**config.mk**
```make
export PLATFORM = sky130hd
export DESIGN_NAME = ffca_owner_track
export DESIGN_NICKNAME = d
export VERILOG_FILES = /design/src/ffca_pkg.sv /design/src/ffca_owner_track.sv
export SDC_FILE = /design/constraint.sdc
export NUM_CORES = 1
export LEC_CHECK = 0
export BUFFER_PORTS_ARGS = -buffer_cell sky130_fd_sc_hd__buf_2
export CORE_UTILIZATION = 40
export CTS_CLUSTER_DIAMETER = 80
export DETAILED_ROUTE_END_ITERATION = 7
export PLACE_DENSITY_LB_ADDON = 0.3
export SYNTH_ARGS = -nofsm -noshare
export SYNTH_HDL_FRONTEND = slang
export SYNTH_SLANG_ARGS = --single-unit
```
**constraint.sdc**
```tcl
create_clock -name clk -period 14.1 [get_ports clk]
set_clock_uncertainty 0.05 [all_clocks]
set_input_delay 0 -clock clk [delete_from_list [all_inputs] [get_ports clk]]
set_output_delay 0 -clock clk [all_outputs]
set_load 0.005 [all_outputs]
```
**src/ffca_pkg.sv**
```systemverilog
// ----------------------------------------------------------------------------
// ffca_pkg
// Shared types and codes of the first-fit cell allocator: request codes,
// owner tracker commands and the fixed widths of the transaction fields.
// ----------------------------------------------------------------------------
`default_nettype none

package ffca_pkg;

  // request codes carried by in_req_type
  typedef enum logic [1:0] {
    REQ_ALLOC = 2'd0,
    REQ_FREE  = 2'd1,
    REQ_QUERY = 2'd2,
    REQ_CLEAR = 2'd3
  } req_t;

  // commands from the sequencer to the owner tracker
  typedef enum logic [2:0] {
    OWN_NOP,
    OWN_LOOKUP,
    OWN_SET,
    OWN_CLEAR,
    OWN_WIPE
  } own_op_t;

  // fixed field widths of the transaction ports
  typedef logic [7:0]  owner_id_t;
  typedef logic [10:0] size_t;
  typedef logic [9:0]  start_t;
  typedef logic [10:0] frag_t;
  typedef logic [8:0]  count_t;

endpackage

`default_nettype wire

```
**src/ffca_owner_track.sv**
```systemverilog
// ----------------------------------------------------------------------------
// ffca_owner_track
// Presence bit per owner in a synchronous memory plus the running count of
// owners that hold cells. Presence is looked up when a request starts and
// updated when it ends.
// ----------------------------------------------------------------------------
`default_nettype none

module ffca_owner_track #(
  parameter int OWNER_BITS = 8
) (
  input  wire logic                    clk,
  input  wire logic                    rst_n,
  input  wire ffca_pkg::own_op_t       own_op,
  input  wire logic [OWNER_BITS-1:0]   own_id,
  output logic      [OWNER_BITS:0]     owner_total
);

  localparam int SLOTS = 1 << OWNER_BITS;

  logic                  present_mem [SLOTS];
  logic                  present_r;
  logic [OWNER_BITS:0]   total_r;

  // presence memory: registered lookup, one write per cycle
  always_ff @(posedge clk) begin
    if (own_op == ffca_pkg::OWN_LOOKUP) begin
      present_r <= present_mem[own_id];
    end
    if (own_op == ffca_pkg::OWN_SET) begin
      present_mem[own_id] <= 1'b1;
    end else if (own_op == ffca_pkg::OWN_CLEAR || own_op == ffca_pkg::OWN_WIPE) begin
      present_mem[own_id] <= 1'b0;
    end
  end

  // owner count follows the presence bit read at request start
  always_ff @(posedge clk) begin
    if (!rst_n) begin
      total_r <= '0;
    end else begin
      unique case (own_op)
        ffca_pkg::OWN_SET: begin
          if (!present_r) total_r <= total_r + 1'b1;
        end
        ffca_pkg::OWN_CLEAR: begin
          if (present_r) total_r <= total_r - 1'b1;
        end
        ffca_pkg::OWN_WIPE: begin
          total_r <= '0;
        end
        default: begin
          total_r <= total_r;
        end
      endcase
    end
  end

  assign owner_total = total_r;

endmodule

`default_nettype wire

```
==> metrics.md, run 1 <==
| Metric | Value |
|---|---|
| Maximum number of pins on one net before global-route repair | `about 260` |
| Fraction of final layout cells sized beyond drive strength 1 | `~16%` |
| Sequential cell area fraction in the yosys report | `approximately two thirds` |
| Initial core utilization | `between 40% and 50%` |
| Total global routing track utilization | `18.7%` |
| Drt total wl | `between 20000 and 30000 microns` |
| P&R area growth vs syn | `11.1%` |
| Hold Path Stages | `4` |
| Number of remaining DRC errors | `0` |
| Worst relative slew slack | `between 20% and 30%` |
| Clock tree from TritonCTS | `done` |
| Met3 layer wire length in the routed design | `between 2000 and 2500 microns` |
| Period minus WS final | `between 3000 and 4000 ps` |
| Bufs on Longest Clock Path | `3` |
| Cell leakage power | `roughly 4.3 nW` |
| Share of the core filled with cells | `between 40% and 50%` |
| Number of rows in the core area | `62` |
| CTS Root Buffer Type | `clkbuf_16` |
| Final hold viol count | `0` |
| Setup-violating endpoint count in the final report | `0` |
| Reg2Reg Depth | `8` |
| DRT iter0 DRCs | `834` |
| Library cell contributing the largest single delay on the critical path | `buf_4` |
| Dpl hpwl | `about 14000 microns` |
| Maximum fanout count along the critical path | `37` |
| Startpoint of the most critical setup path | `own_id[0]` |
| Synth warn | `0` |
| VDD IR max | `a little over 90 uV` |
| Count of buffers added by post-CTS timing repair for setup | `0` |
| Destination of the worst register-to-register timing path | `present_r$_DFFE_PN_` |
| Max-slew violation total from the final report | `0` |
| Reg2reg start | `present_mem[206]$_DFFE_PP_` |
| Startpoint kind of the worst setup timing path | `input port` |
| Highest achievable clock rate | `around 330 MHz` |
| Number of detailed-routing iterations run before antenna repair | `5` |
| Setup TNS after final layout | `0 ps` |
| WS Path Type | `input port to flip-flop` |
| Vertical extent of the die | `between 150 and 200 microns` |
| Largest stage delay on the critical path | `700 ps` |
| # clock sinks | `266` |
| Total number of nets in the final design | `about 840` |
| Post-Synthesis Cells | `between 800 and 900` |
| Placeable core region | `around 0.029 sq mm` |
| Unrepaired setup endpoints after global routing | `no` |
| Commonest cells after routing, fill and taps aside | `nor2_1 (262), edfxtp_1 (257), mux4_2 (64), nand2_1 (35), clkbuf_16 (29)` |
| Total power | `1.64 mW` |
| Kind of path behind the tightest hold check | `input port to flip-flop` |
| Antenna fix cells | `0` |
| Count of cell types in the netlist | `39` |
| CP Data Arrival Time | `between 3000 and 4000 ps` |
| Total gr overflow | `0` |
| Top routing layer used | `met4` |
| Family with the most delay on the worst path | `buffers and inverters` |
| Area of all sequential standard cells | `roughly 0.0079 sq mm` |
| Pwr Density | `approximately 130 mW/mm^2` |
| Wire length of the first global-routing pass | `roughly 42000 microns` |
| Required @ worst endpoint | `between 10000 and 15000 ps` |
| Max Cap Viol | `0` |
| Worst-Skew Late Latency | `approximately 540 ps` |
| Worst path bufs/invs | `3` |
| #FFs+latches synth | `between 200 and 300` |
| Chip Width | `roughly 170 microns` |
| Setup slack of the worst register-to-register path | `between 10000 and 15000 ps` |
| Reg clk slew, reported paths | `60 ps` |
| Final weighted congestion in routability-driven placement | `between 0.7 and 0.8` |
| Most common cell after layout, fill and taps aside | `nor2_1` |
| Origin of the worst min-delay path | `own_id[7]` |
| Number of vias per cell after detailed routing | `approximately 5.6` |
| Met2 wire length | `around 13000 microns` |
| Mapped Avg Cell Area | `roughly 14 sq um` |
| Crit path cell chain | `buf_4 > buf_4 > mux4_2 > a22o_1 > a221oi_1 > o221ai_1 > nand3_1 > dlygate4sd3_1 > nand3_1` |
| Total nets after synthesis | `roughly 840` |
| Share of the clock period used by the worst path after layout | `21.5%` |
| Cell area after synthesis | `around 0.012 sq mm` |
| Wire length per cell | `22.6 microns` |
| Number of global-route vias before repair | `6885` |
| Multi-input gate area in the final layout | `0.00351 sq mm` |
| CTS H-Tree Depth | `1` |
| Worst setup EP type | `flip-flop` |
| Total Die Area | `between 0.02 and 0.03 sq mm` |
| Overall via count from detail_route | `around 7000` |
| Layout fillers | `about 2600` |
| Post-route ant nets | `0` |
| Ports | `22` |
| M1 WL | `~12000 microns` |
| Antenna violations before repair | `0` |
| Slew at the pin closest to its max-slew limit | `roughly 1100 ps` |
| Outcome | `finished, final reports clean` |
| Number of CTS-inserted buffers | `28` |
| Endpoint of the worst hold-timing path | `present_r$_DFFE_PN_` |
| Port buffer count | `21` |
[flip-flops by register name, summed over array words and instances (netlist names)]
signal / count
present_r: 1
present_mem: 256
owner_total: 9
[kinds of logic (layout without fill, tap and decap cells)]
group           after synthesis  count (layout)  share of synthesized area (%)
flops                       266             266                           67.6
simple gates                343             343                           11.9
mux                          65              65                           12.4
buf+inv                      64              88                           2.47
xor+xnor                      6               6                          0.450
fa+ha+maj                     8               8                          0.921
compound gates               62              62                           4.19
[how the worst max path moves through the flow]
stage                     slack [ps]  cells past startpoint                       end
after floorplan                 6210                      4  present_mem[0]$_DFFE_PP_
after global placement         10800                      9       present_r$_DFFE_PN_
after detailed placement       10830                      9       present_r$_DFFE_PN_
after CTS                      11000                      9       present_r$_DFFE_PN_
after global routing           10770                      9       present_r$_DFFE_PN_
final                          11060                      9       present_r$_DFFE_PN_
[layout make-up]
type,instances,area share [%]
tap,384,3.70
sequential,266,60.9
multi-input combinational,484,27.0
timing repair buffer,35,1.87
clock buffer,34,5.74
clock inverter,17,0.752
inverter,2,0.0578
[cells in the mapped netlist]
cell type / number / share of area (%)
nand3_1: 12 / 0.51
buf_2: 6 / 0.26
xor2_1: 2 / 0.15
a22o_1: 9 / 0.67
ha_1: 7 / 0.75
a221oi_1: 6 / 0.45
and3_1: 1 / 0.054
nor2b_1: 14 / 0.75
a21oi_1: 5 / 0.21
buf_6: 5 / 0.48
nor3b_1: 5 / 0.32
nand3b_1: 2 / 0.13
a2111o_1: 1 / 0.096
nand4b_1: 1 / 0.075
and3b_1: 1 / 0.075
nor2_1: 264 / 8.5
o21bai_1: 2 / 0.13
xnor2_1: 4 / 0.30
clkbuf_1: 50 / 1.6
o221ai_1: 3 / 0.23
mux2i_1: 1 / 0.086
o21ai_0: 2 / 0.086
a2111oi_0: 1 / 0.075
and2_1: 2 / 0.11
nand4_1: 1 / 0.054
buf_4: 1 / 0.064
nand2b_1: 2 / 0.11
inv_1: 2 / 0.064
a22oi_1: 26 / 1.7
nand2_1: 35 / 1.1
a21o_1: 2 / 0.13
o22ai_1: 1 / 0.054
dfxtp_1: 9 / 1.5
fa_1: 1 / 0.17
a221oi_2: 2 / 0.26
edfxtp_1: 257 / 66
nor3_1: 3 / 0.13
mux4_2: 64 / 12
o211ai_1: 2 / 0.13
[timing repair]
action	4_1_cts	5_1_grt
hold buffers	7	0
endpoints found under the hold margin	11	0
gates resized for setup	0	0
[per-stage QoR]
step / cell area, sq um / setup WS, ps / hold slack [ps] / instances
global route: 13000 / 10770 / 243 / 1222
global placement: 12100 / 10800 / 340 / 1164
finish: 13000 / 11060 / 222 / 1222
detailed placement: 12100 / 10830 / 343 / 1164
floorplan: 11700 / 6210 / 135 / 814
CTS: 13000 / 11000 / 208 / 1222
[worst min-delay path, cell delays in order]
cell and delay [ps]:
buf_2 180, nor2b_1 240, o21ai_0 120, nand3_1 90
[per-layer routing]
layer / global-route usage [%] / vias up
met5: 0 / -
met4: 4.83 / 0
li1: - / 3034
met2: 30.6 / 245
met3: 2.92 / 46
met1: 26.3 / 3514
[power breakdown]
group          switching (mW)  internal [mW]
Clock                   0.294          0.390
Sequential           0.000909          0.872
Combinational          0.0575         0.0270
(Power assumes the default switching activity.)
==> run 2, diff against run 1 <==
Settings changed: ABC_AREA set to 1.
Clock period 14.1 ns to 2.99 ns, I/O delays scaled along.
==> metrics.md, run 2 <==
| Metric | Value |
|---|---|
| Post-route ant nets | `0 (unchanged)` |
| Kind of path behind the tightest hold check | `input port to flip-flop (unchanged)` |
| Worst-Skew Late Latency | `550 ps (was 540 ps)` |
| Synth warn | `0 (unchanged)` |
| Bufs on Longest Clock Path | `3 (unchanged)` |
| Cell total after placement | `1735 (was 1164)` |
| Final Instance Count excl. Fillers | `1794 (was 1222)` |
| Largest area contributor in the netlist | `edfxtp_1 (unchanged)` |
| Startpoint kind of the worst setup timing path | `input port (unchanged)` |
| Total global routing track utilization | `19.3% (was 18.7%)` |
| Final worst-path setup slack | `824 ps (was 11060 ps)` |
| Worst slack after detailed placement | `605 ps (was 10830 ps)` |
| Number of detailed-routing iterations run before antenna repair | `5 (unchanged)` |
| Vertical extent of the die | `179 microns (was 173 microns)` |
| Wire length of the first global-routing pass | `47600 microns (was 42000 microns)` |
| Maximum fanout count along the critical path | `10 (was 37)` |
| Number of rows in the core area | `64 (was 62)` |
| Port buffer count | `21 (unchanged)` |
| Number of CTS-inserted buffers | `29 (was 28)` |
| #FFs+latches synth | `266 (unchanged)` |
| Drt total wl | `30200 microns (was 27600 microns)` |
| Slew at the pin closest to its max-slew limit | `1050 ps (was 1110 ps)` |
| Maximum number of pins on one net before global-route repair | `257 (unchanged)` |
| Max Cap Viol | `0 (unchanged)` |
| Count of cell types in the netlist | `28 (was 39)` |
| Placeable core region | `0.0307 sq mm (was 0.0287 sq mm)` |
| Number of vias per cell after detailed routing | `5.15 (was 5.60)` |
| Layout fillers | `2951 (was 2566)` |
| Final weighted congestion in routability-driven placement | `0.821 (was 0.729)` |
| Antenna violations before repair | `0 (unchanged)` |
| Post-Synthesis Cells | `1377 (was 814)` |
| # clock sinks | `266 (unchanged)` |
| Outcome | `finished, final reports clean (unchanged)` |
| Chip Width | `179 microns (was 173 microns)` |
| P&R area growth vs syn | `11.7% (was 11.1%)` |
| Reg clk slew, reported paths | `60 ps (about the same)` |
| Total Die Area | `0.0320 sq mm (was 0.0299 sq mm)` |
| CP Data Arrival Time | `2540 ps (was 3270 ps)` |
| Max-slew violation total from the final report | `0 (unchanged)` |
| Pwr Density | `557 mW/mm^2 (was 126 mW/mm^2)` |
| Antenna fix cells | `0 (unchanged)` |
| Total number of nets in the final design | `1396 (was 838)` |
| Worst relative slew slack | `29.7% (was 25.5%)` |
| Total gr overflow | `0 (unchanged)` |
| DRT iter0 DRCs | `909 (was 834)` |
| Share of the clock period used by the worst path after layout | `between 70% and 80%` |
| Commonest cells after routing, fill and taps aside | `nand2_1 (548), nor2_1 (278), edfxtp_1 (257), nand3_1 (78), clkbuf_16 (29) (was nor2_1 (262), edfxtp_1 (257), mux4_2 (64), nand2_1 (35), clkbuf_16 (29))` |
| Overall via count from detail_route | `9246 (was 6839)` |
| CTS Root Buffer Type | `clkbuf_16 (unchanged)` |
| Period minus WS final | `approximately 2200 ps` |
| Dpl hpwl | `16600 microns (was 13900 microns)` |
| Clock tree from TritonCTS | `done (unchanged)` |
| Most used flip-flop cell after synthesis | `edfxtp_1 (unchanged)` |
| Highest achievable clock rate | `462 MHz` |
| Number of flip-flops in the largest register | `256 (unchanged)` |
| Most common cell after layout, fill and taps aside | `nand2_1 (was nor2_1)` |
| Cell leakage power | `5.58 nW (was 4.28 nW)` |
| Fraction of final layout cells sized beyond drive strength 1 | `8.08% (was 16.0%)` |
| Initial core utilization | `40.9% (was 40.7%)` |
| Mapped Avg Cell Area | `9.10 sq um (was 14.3 sq um)` |
| Number of global-route vias before repair | `8915 (was 6885)` |
| Ports | `22 (unchanged)` |
| Wire length per cell | `16.8 microns (was 22.6 microns)` |
| Sequential cell area fraction in the yosys report | `63.0% (was 67.6%)` |
| Worst setup EP type | `flip-flop (unchanged)` |
| Setup-violating endpoint count in the final report | `0 (unchanged)` |
| Number of remaining DRC errors | `0 (unchanged)` |
| Portion of synthesized cell area occupied by the leading cell type | `61.6% (was 66.1%)` |
| Unrepaired setup endpoints after global routing | `no (unchanged)` |
| WS Path Type | `input port to flip-flop (unchanged)` |
| CTS H-Tree Depth | `1 (unchanged)` |
| Cell area after synthesis | `0.0125 sq mm (was 0.0117 sq mm)` |
| Number of enable flip-flop cells after synthesis | `257 (unchanged)` |
| Total nets after synthesis | `1398 (was 835)` |
| Setup TNS after final layout | `0 ps (unchanged)` |
| Final hold viol count | `0 (unchanged)` |
| Main area contributors after synthesis | `edfxtp_1 (62%), nand2_1 (16%), nor2_1 (8.4%), nand3_1 (3.1%), clkbuf_1 (1.7%) (was edfxtp_1 (66%), mux4_2 (12%), nor2_1 (8.5%), a22oi_1 (1.7%), clkbuf_1 (1.6%))` |
| Most instantiated cells after synthesis | `nand2_1 (549), nor2_1 (280), edfxtp_1 (257) (was nor2_1 (264), edfxtp_1 (257), mux4_2 (64))` |
| Most flops, register | `present_mem (unchanged)` |
| Async set or reset register ratio after synthesis | `0% (unchanged)` |
| Total power | `7.80 mW (was 1.64 mW)` |
| Most used standard cell by instance count after synthesis | `nand2_1 (was nor2_1)` |
| VDD IR max | `374 uV (was 92.0 uV)` |
| Required @ worst endpoint | `3360 ps (was 14330 ps)` |
-- run 2: changes by cell type in the layout (fill, tap and decap cells not counted), sizes merged, moves of 5 or more --
cell / before / now
nand2: 35 / 549
nand3: 12 / 82
mux4: 64 / 0
nand4: 1 / 30
inv: 2 / 29
a22oi: 26 / 0
buf: 28 / 49
o21ai: 2 / 20
nor2: 264 / 281
nor2b: 14 / 0
a21oi: 5 / 14
a22o: 9 / 0
a221oi: 8 / 0
nor3b: 5 / 0
-- run 2: final cells by class --
type	count	area [sq um]	share of cell area, %
Inverter	29	126	0.903
Clock buffer	35	748	5.35
Sequential cell	266	7900	56.4
Clock inverter	19	95.1	0.680
Tap cell	396	495	3.54
Timing Repair Buffer	54	443	3.17
Multi-Input combinational cell	995	4190	29.9
-- run 2: metrics by stage --
| step | cell area (sq um) | utilization [%] | hold WS (ps) |
|---|---|---|---|
| after floorplan | 12600 | - | 88.4 |
| after global placement | 13100 | 42.7 | 219 |
| after detailed placement | 13100 | 42.7 | 223 |
| after CTS | 14000 | 45.6 | 6.31 |
| after global routing | 14000 | 45.6 | 53.5 |
| final | 14000 | 45.6 | 29.5 |
-- run 2: timing repair --
item / in CTS / in global routing
hold endpoints to repair: 11 / 0
gates resized for setup: 0 / 0
hold buffers: 5 / 0
buffers inserted: 0 / 0
-- run 2: cell families (layout without fill, tap and decap cells) --
kind of cell / after synthesis / after routing / synth area share (%)
flops: 266 / 266 / 63.0
compound gates: 37 / 37 / 1.71
simple gates: 946 / 946 / 30.4
fa+ha+maj: 8 / 8 / 0.859
xor+xnor: 4 / 4 / 0.280
buf+inv: 116 / 137 / 3.71
-- run 2: final timing paths --
check	startpoint	to	slack, ps	cells past startpoint
setup reg to reg	owner_total[2]$_SDFFE_PN0P_	owner_total[7]$_SDFFE_PN0P_	1260	8
hold / removal	own_id[6]	present_r$_DFFE_PN_	30	5
hold reg to reg	owner_total[7]$_SDFFE_PN0P_	owner_total[7]$_SDFFE_PN0P_	440	2
setup / recovery	own_op[1]	owner_total[7]$_SDFFE_PN0P_	820	12
-- run 2: report_power, final --
| part | total, mW | internal, mW | switching (mW) | leakage (nW) |
|---|---|---|---|---|
| Combinational | 0.484 | 0.112 | 0.372 | 2.42 |
| Clock | 3.19 | 1.77 | 1.42 | 0.409 |
| Sequential | 4.12 | 4.12 | 0.00702 | 2.75 |
-- run 2: routing by layer --
layer  wire length (microns)  global-route usage [%]
met1                   13300                    25.7
met2                   14400                    32.7
met3                    1920                    2.67
met4                     584                    5.26
met5                       0                       0
-- run 2: worst max-delay path, stage by stage --
cell and delay, ps:
dlygate4sd3_1 530, buf_2 240, inv_12 40, nor3_4 460, ha_1 370, a21oi_1 140
nand2_1 100, a21oi_1 240, o21ai_0 140, xor2_1 150, nand2_1 60, a21oi_1 50
==> run 3, diff against run 2 <==
Clock period 2.99 ns to 2.08 ns, I/O delays scaled along.
==> metrics.md, run 3 (synthesized netlist as in run 2, its figures left out) <==
| Metric | Value |
|---|---|
| Outcome | `finished, final reports clean (unchanged)` |
| Worst slack after detailed placement | `-244 ps (was 605 ps)` |
| Cell leakage power | `5.76 nW (was 5.58 nW)` |
| M1 WL | `13300 microns (about the same)` |
| Number of detailed-routing iterations run before antenna repair | `5 (unchanged)` |
| Met3 layer wire length in the routed design | `1700 microns (was 1920 microns)` |
| Top routing layer used | `met4 (unchanged)` |
| Dpl hpwl | `17500 microns (was 16600 microns)` |
| Required @ worst endpoint | `2210 ps (was 3360 ps)` |
| Slew at the pin closest to its max-slew limit | `1100 ps (was 1050 ps)` |
| Share of the clock period used by the worst path after layout | `92.4%` |
| DRT iter0 DRCs | `817 (was 909)` |
| Kind of path behind the tightest hold check | `input port to flip-flop (unchanged)` |
| Maximum number of pins on one net before global-route repair | `257 (unchanged)` |
| Final Instance Count excl. Fillers | `1823 (was 1794)` |
| CP Data Arrival Time | `2050 ps (was 2540 ps)` |
| Port buffer count | `21 (unchanged)` |
| Layout fillers | `2878 (was 2951)` |
| Post-detailed-placement cell area | `0.0134 sq mm (was 0.0131 sq mm)` |
| Maximum fanout count along the critical path | `256 (was 10)` |
| # clock sinks | `266 (unchanged)` |
| Number of vias per cell after detailed routing | `5.12 (was 5.15)` |
| Chip Width | `179 microns (unchanged)` |
| Unrepaired setup endpoints after global routing | `no (unchanged)` |
| Pwr Density | `813 mW/mm^2 (was 557 mW/mm^2)` |
| Period minus WS final | `1920 ps` |
| Sw frac | `22.2% (was 23.0%)` |
| Design area | `0.0143 sq mm (was 0.0140 sq mm)` |
| Setup TNS after final layout | `0 ps (unchanged)` |
| Total Die Area | `0.0320 sq mm (unchanged)` |
| Total number of nets in the final design | `1427 (was 1396)` |
| Number of remaining DRC errors | `0 (unchanged)` |
| Overall via count from detail_route | `9336 (was 9246)` |
| Total global routing track utilization | `19.6% (was 19.3%)` |
| Placeable core region | `0.0307 sq mm (unchanged)` |
| Share of total power in the clock network | `42.8% (was 40.9%)` |
| Bufs on Longest Clock Path | `3 (unchanged)` |
| Worst relative slew slack | `26.4% (was 29.7%)` |
| Worst hold slack | `117 ps (was 29.5 ps)` |
| Initial core utilization | `40.9% (unchanged)` |
| Highest achievable clock rate | `between 500 and 600 MHz` |
| CTS H-Tree Depth | `1 (unchanged)` |
| Met2 wire length | `14800 microns (was 14400 microns)` |
| Ports | `22 (unchanged)` |
| Net switching power figure | `2.59 mW (was 1.80 mW)` |
| Proportion of power drawn by flip-flops and latches | `50.9% (was 52.9%)` |
| Number of CTS-inserted buffers | `28 (was 29)` |
| P&R area growth vs syn | `14.3% (was 11.7%)` |
| Most common cell after layout, fill and taps aside | `nand2_1 (unchanged)` |
| Clock tree from TritonCTS | `done (unchanged)` |
| Final weighted congestion in routability-driven placement | `0.826 (was 0.821)` |
| Fraction of final layout cells sized beyond drive strength 1 | `10.1% (was 8.08%)` |
| Final worst-path setup slack | `159 ps (was 824 ps)` |
| CTS Root Buffer Type | `clkbuf_16 (unchanged)` |
| Wire length per cell | `16.8 microns (about the same)` |
| Hold Path Stages | `5 (unchanged)` |
| Fraction of power consumed by combinational cells | `6.3% (was 6.2%)` |
| WS Path Type | `input port to flip-flop (unchanged)` |
| Commonest cells after routing, fill and taps aside | `nand2_1 (548), nor2_1 (278), edfxtp_1 (257), nand3_1 (78), buf_4 (55) (was nand2_1 (548), nor2_1 (278), edfxtp_1 (257), nand3_1 (78), clkbuf_16 (29))` |
| Cell total after placement | `1768 (was 1735)` |
| Max Cap Viol | `0 (unchanged)` |
| Drt total wl | `30600 microns (was 30200 microns)` |
| Total gr overflow | `0 (unchanged)` |
| Final hold viol count | `0 (unchanged)` |
| Worst setup EP type | `flip-flop (unchanged)` |
| VDD IR max | `600 uV (was 374 uV)` |
| Setup-violating endpoint count in the final report | `0 (unchanged)` |
| Number of flip-flops in the largest register | `256 (unchanged)` |
| Reg clk slew, reported paths | `60 ps (about the same)` |
| Most flops, register | `present_mem (unchanged)` |
| Startpoint kind of the worst setup timing path | `input port (unchanged)` |
| Reg2Reg Depth | `12 (was 8)` |
| Vertical extent of the die | `179 microns (unchanged)` |
| Number of global-route vias before repair | `8984 (was 8915)` |
| Max-slew violation total from the final report | `0 (unchanged)` |
| Post-route ant nets | `0 (unchanged)` |
| Cell internal power dissipation | `9.05 mW (was 6.00 mW)` |
| Antenna violations before repair | `0 (unchanged)` |
| Antenna fix cells | `0 (unchanged)` |
| Number of rows in the core area | `64 (unchanged)` |
| Worst-Skew Late Latency | `550 ps (about the same)` |
| Wire length of the first global-routing pass | `48400 microns (was 47600 microns)` |
-- run 3: through the flow --
stage / total power, mW / utilization [%]
global route: 12.0 / 46.7
global placement: 6.76 / 43.6
finish: 11.6 / 46.7
detailed placement: 6.76 / 43.6
floorplan: 6.49 / -
CTS: 11.7 / 46.7
-- run 3: cell type report --
type | instances | area [sq um] | area share [%]
flip-flops and latches | 266 | 7900 | 55.1
multi-input cells | 995 | 4190 | 29.3
clock buffers | 31 | 712 | 4.97
repair buffers | 86 | 693 | 4.84
well taps | 396 | 495 | 3.46
clock inverters | 20 | 203 | 1.42
inverters | 29 | 126 | 0.882
-- run 3: repair_timing --
item | 4_1_cts | 5_1_grt
hold endpoints to repair | 10 | 0
endpoints found under the setup margin | 0 | 42
resized for setup | 0 | 1
hold buffers | 4 | 0
buffers inserted | 0 | 0
-- run 3: per-layer routing --
metal  track usage (%)  vias up
met5                 0        -
met1              25.9     4468
met4              5.97        0
met3              2.42       47
met2              33.6      256
li1                  -     4565
-- run 3: worst paths after layout --
path / startpoint / to / slack (ps)
max reg2reg: present_mem[98]$_DFFE_PP_ / present_r$_DFFE_PN_ / 320
min reg2reg: owner_total[4]$_SDFFE_PN0P_ / owner_total[4]$_SDFFE_PN0P_ / 430
max: own_op[0] / present_mem[136]$_DFFE_PP_ / 160
min: own_id[7] / present_r$_DFFE_PN_ / 120
-- run 3: power groups by stage --
stage,logic (mW),clock network (mW),registers (mW)
global placement,0.719,0,6.04
detailed placement,0.725,0,6.04
CTS,0.732,5.08,5.92
global route,0.805,5.26,5.93
finish,0.732,4.98,5.93
floorplan,0.436,0,6.06
-- run 3: critical path, cell delays in order --
cell and delay [ps]:
dlygate4sd3_1 530, buf_2 140, inv_1 130, nor3_4 60, buf_4 140, inv_2 80
nand2_2 70, clkinvlp_4 80, buf_12 490
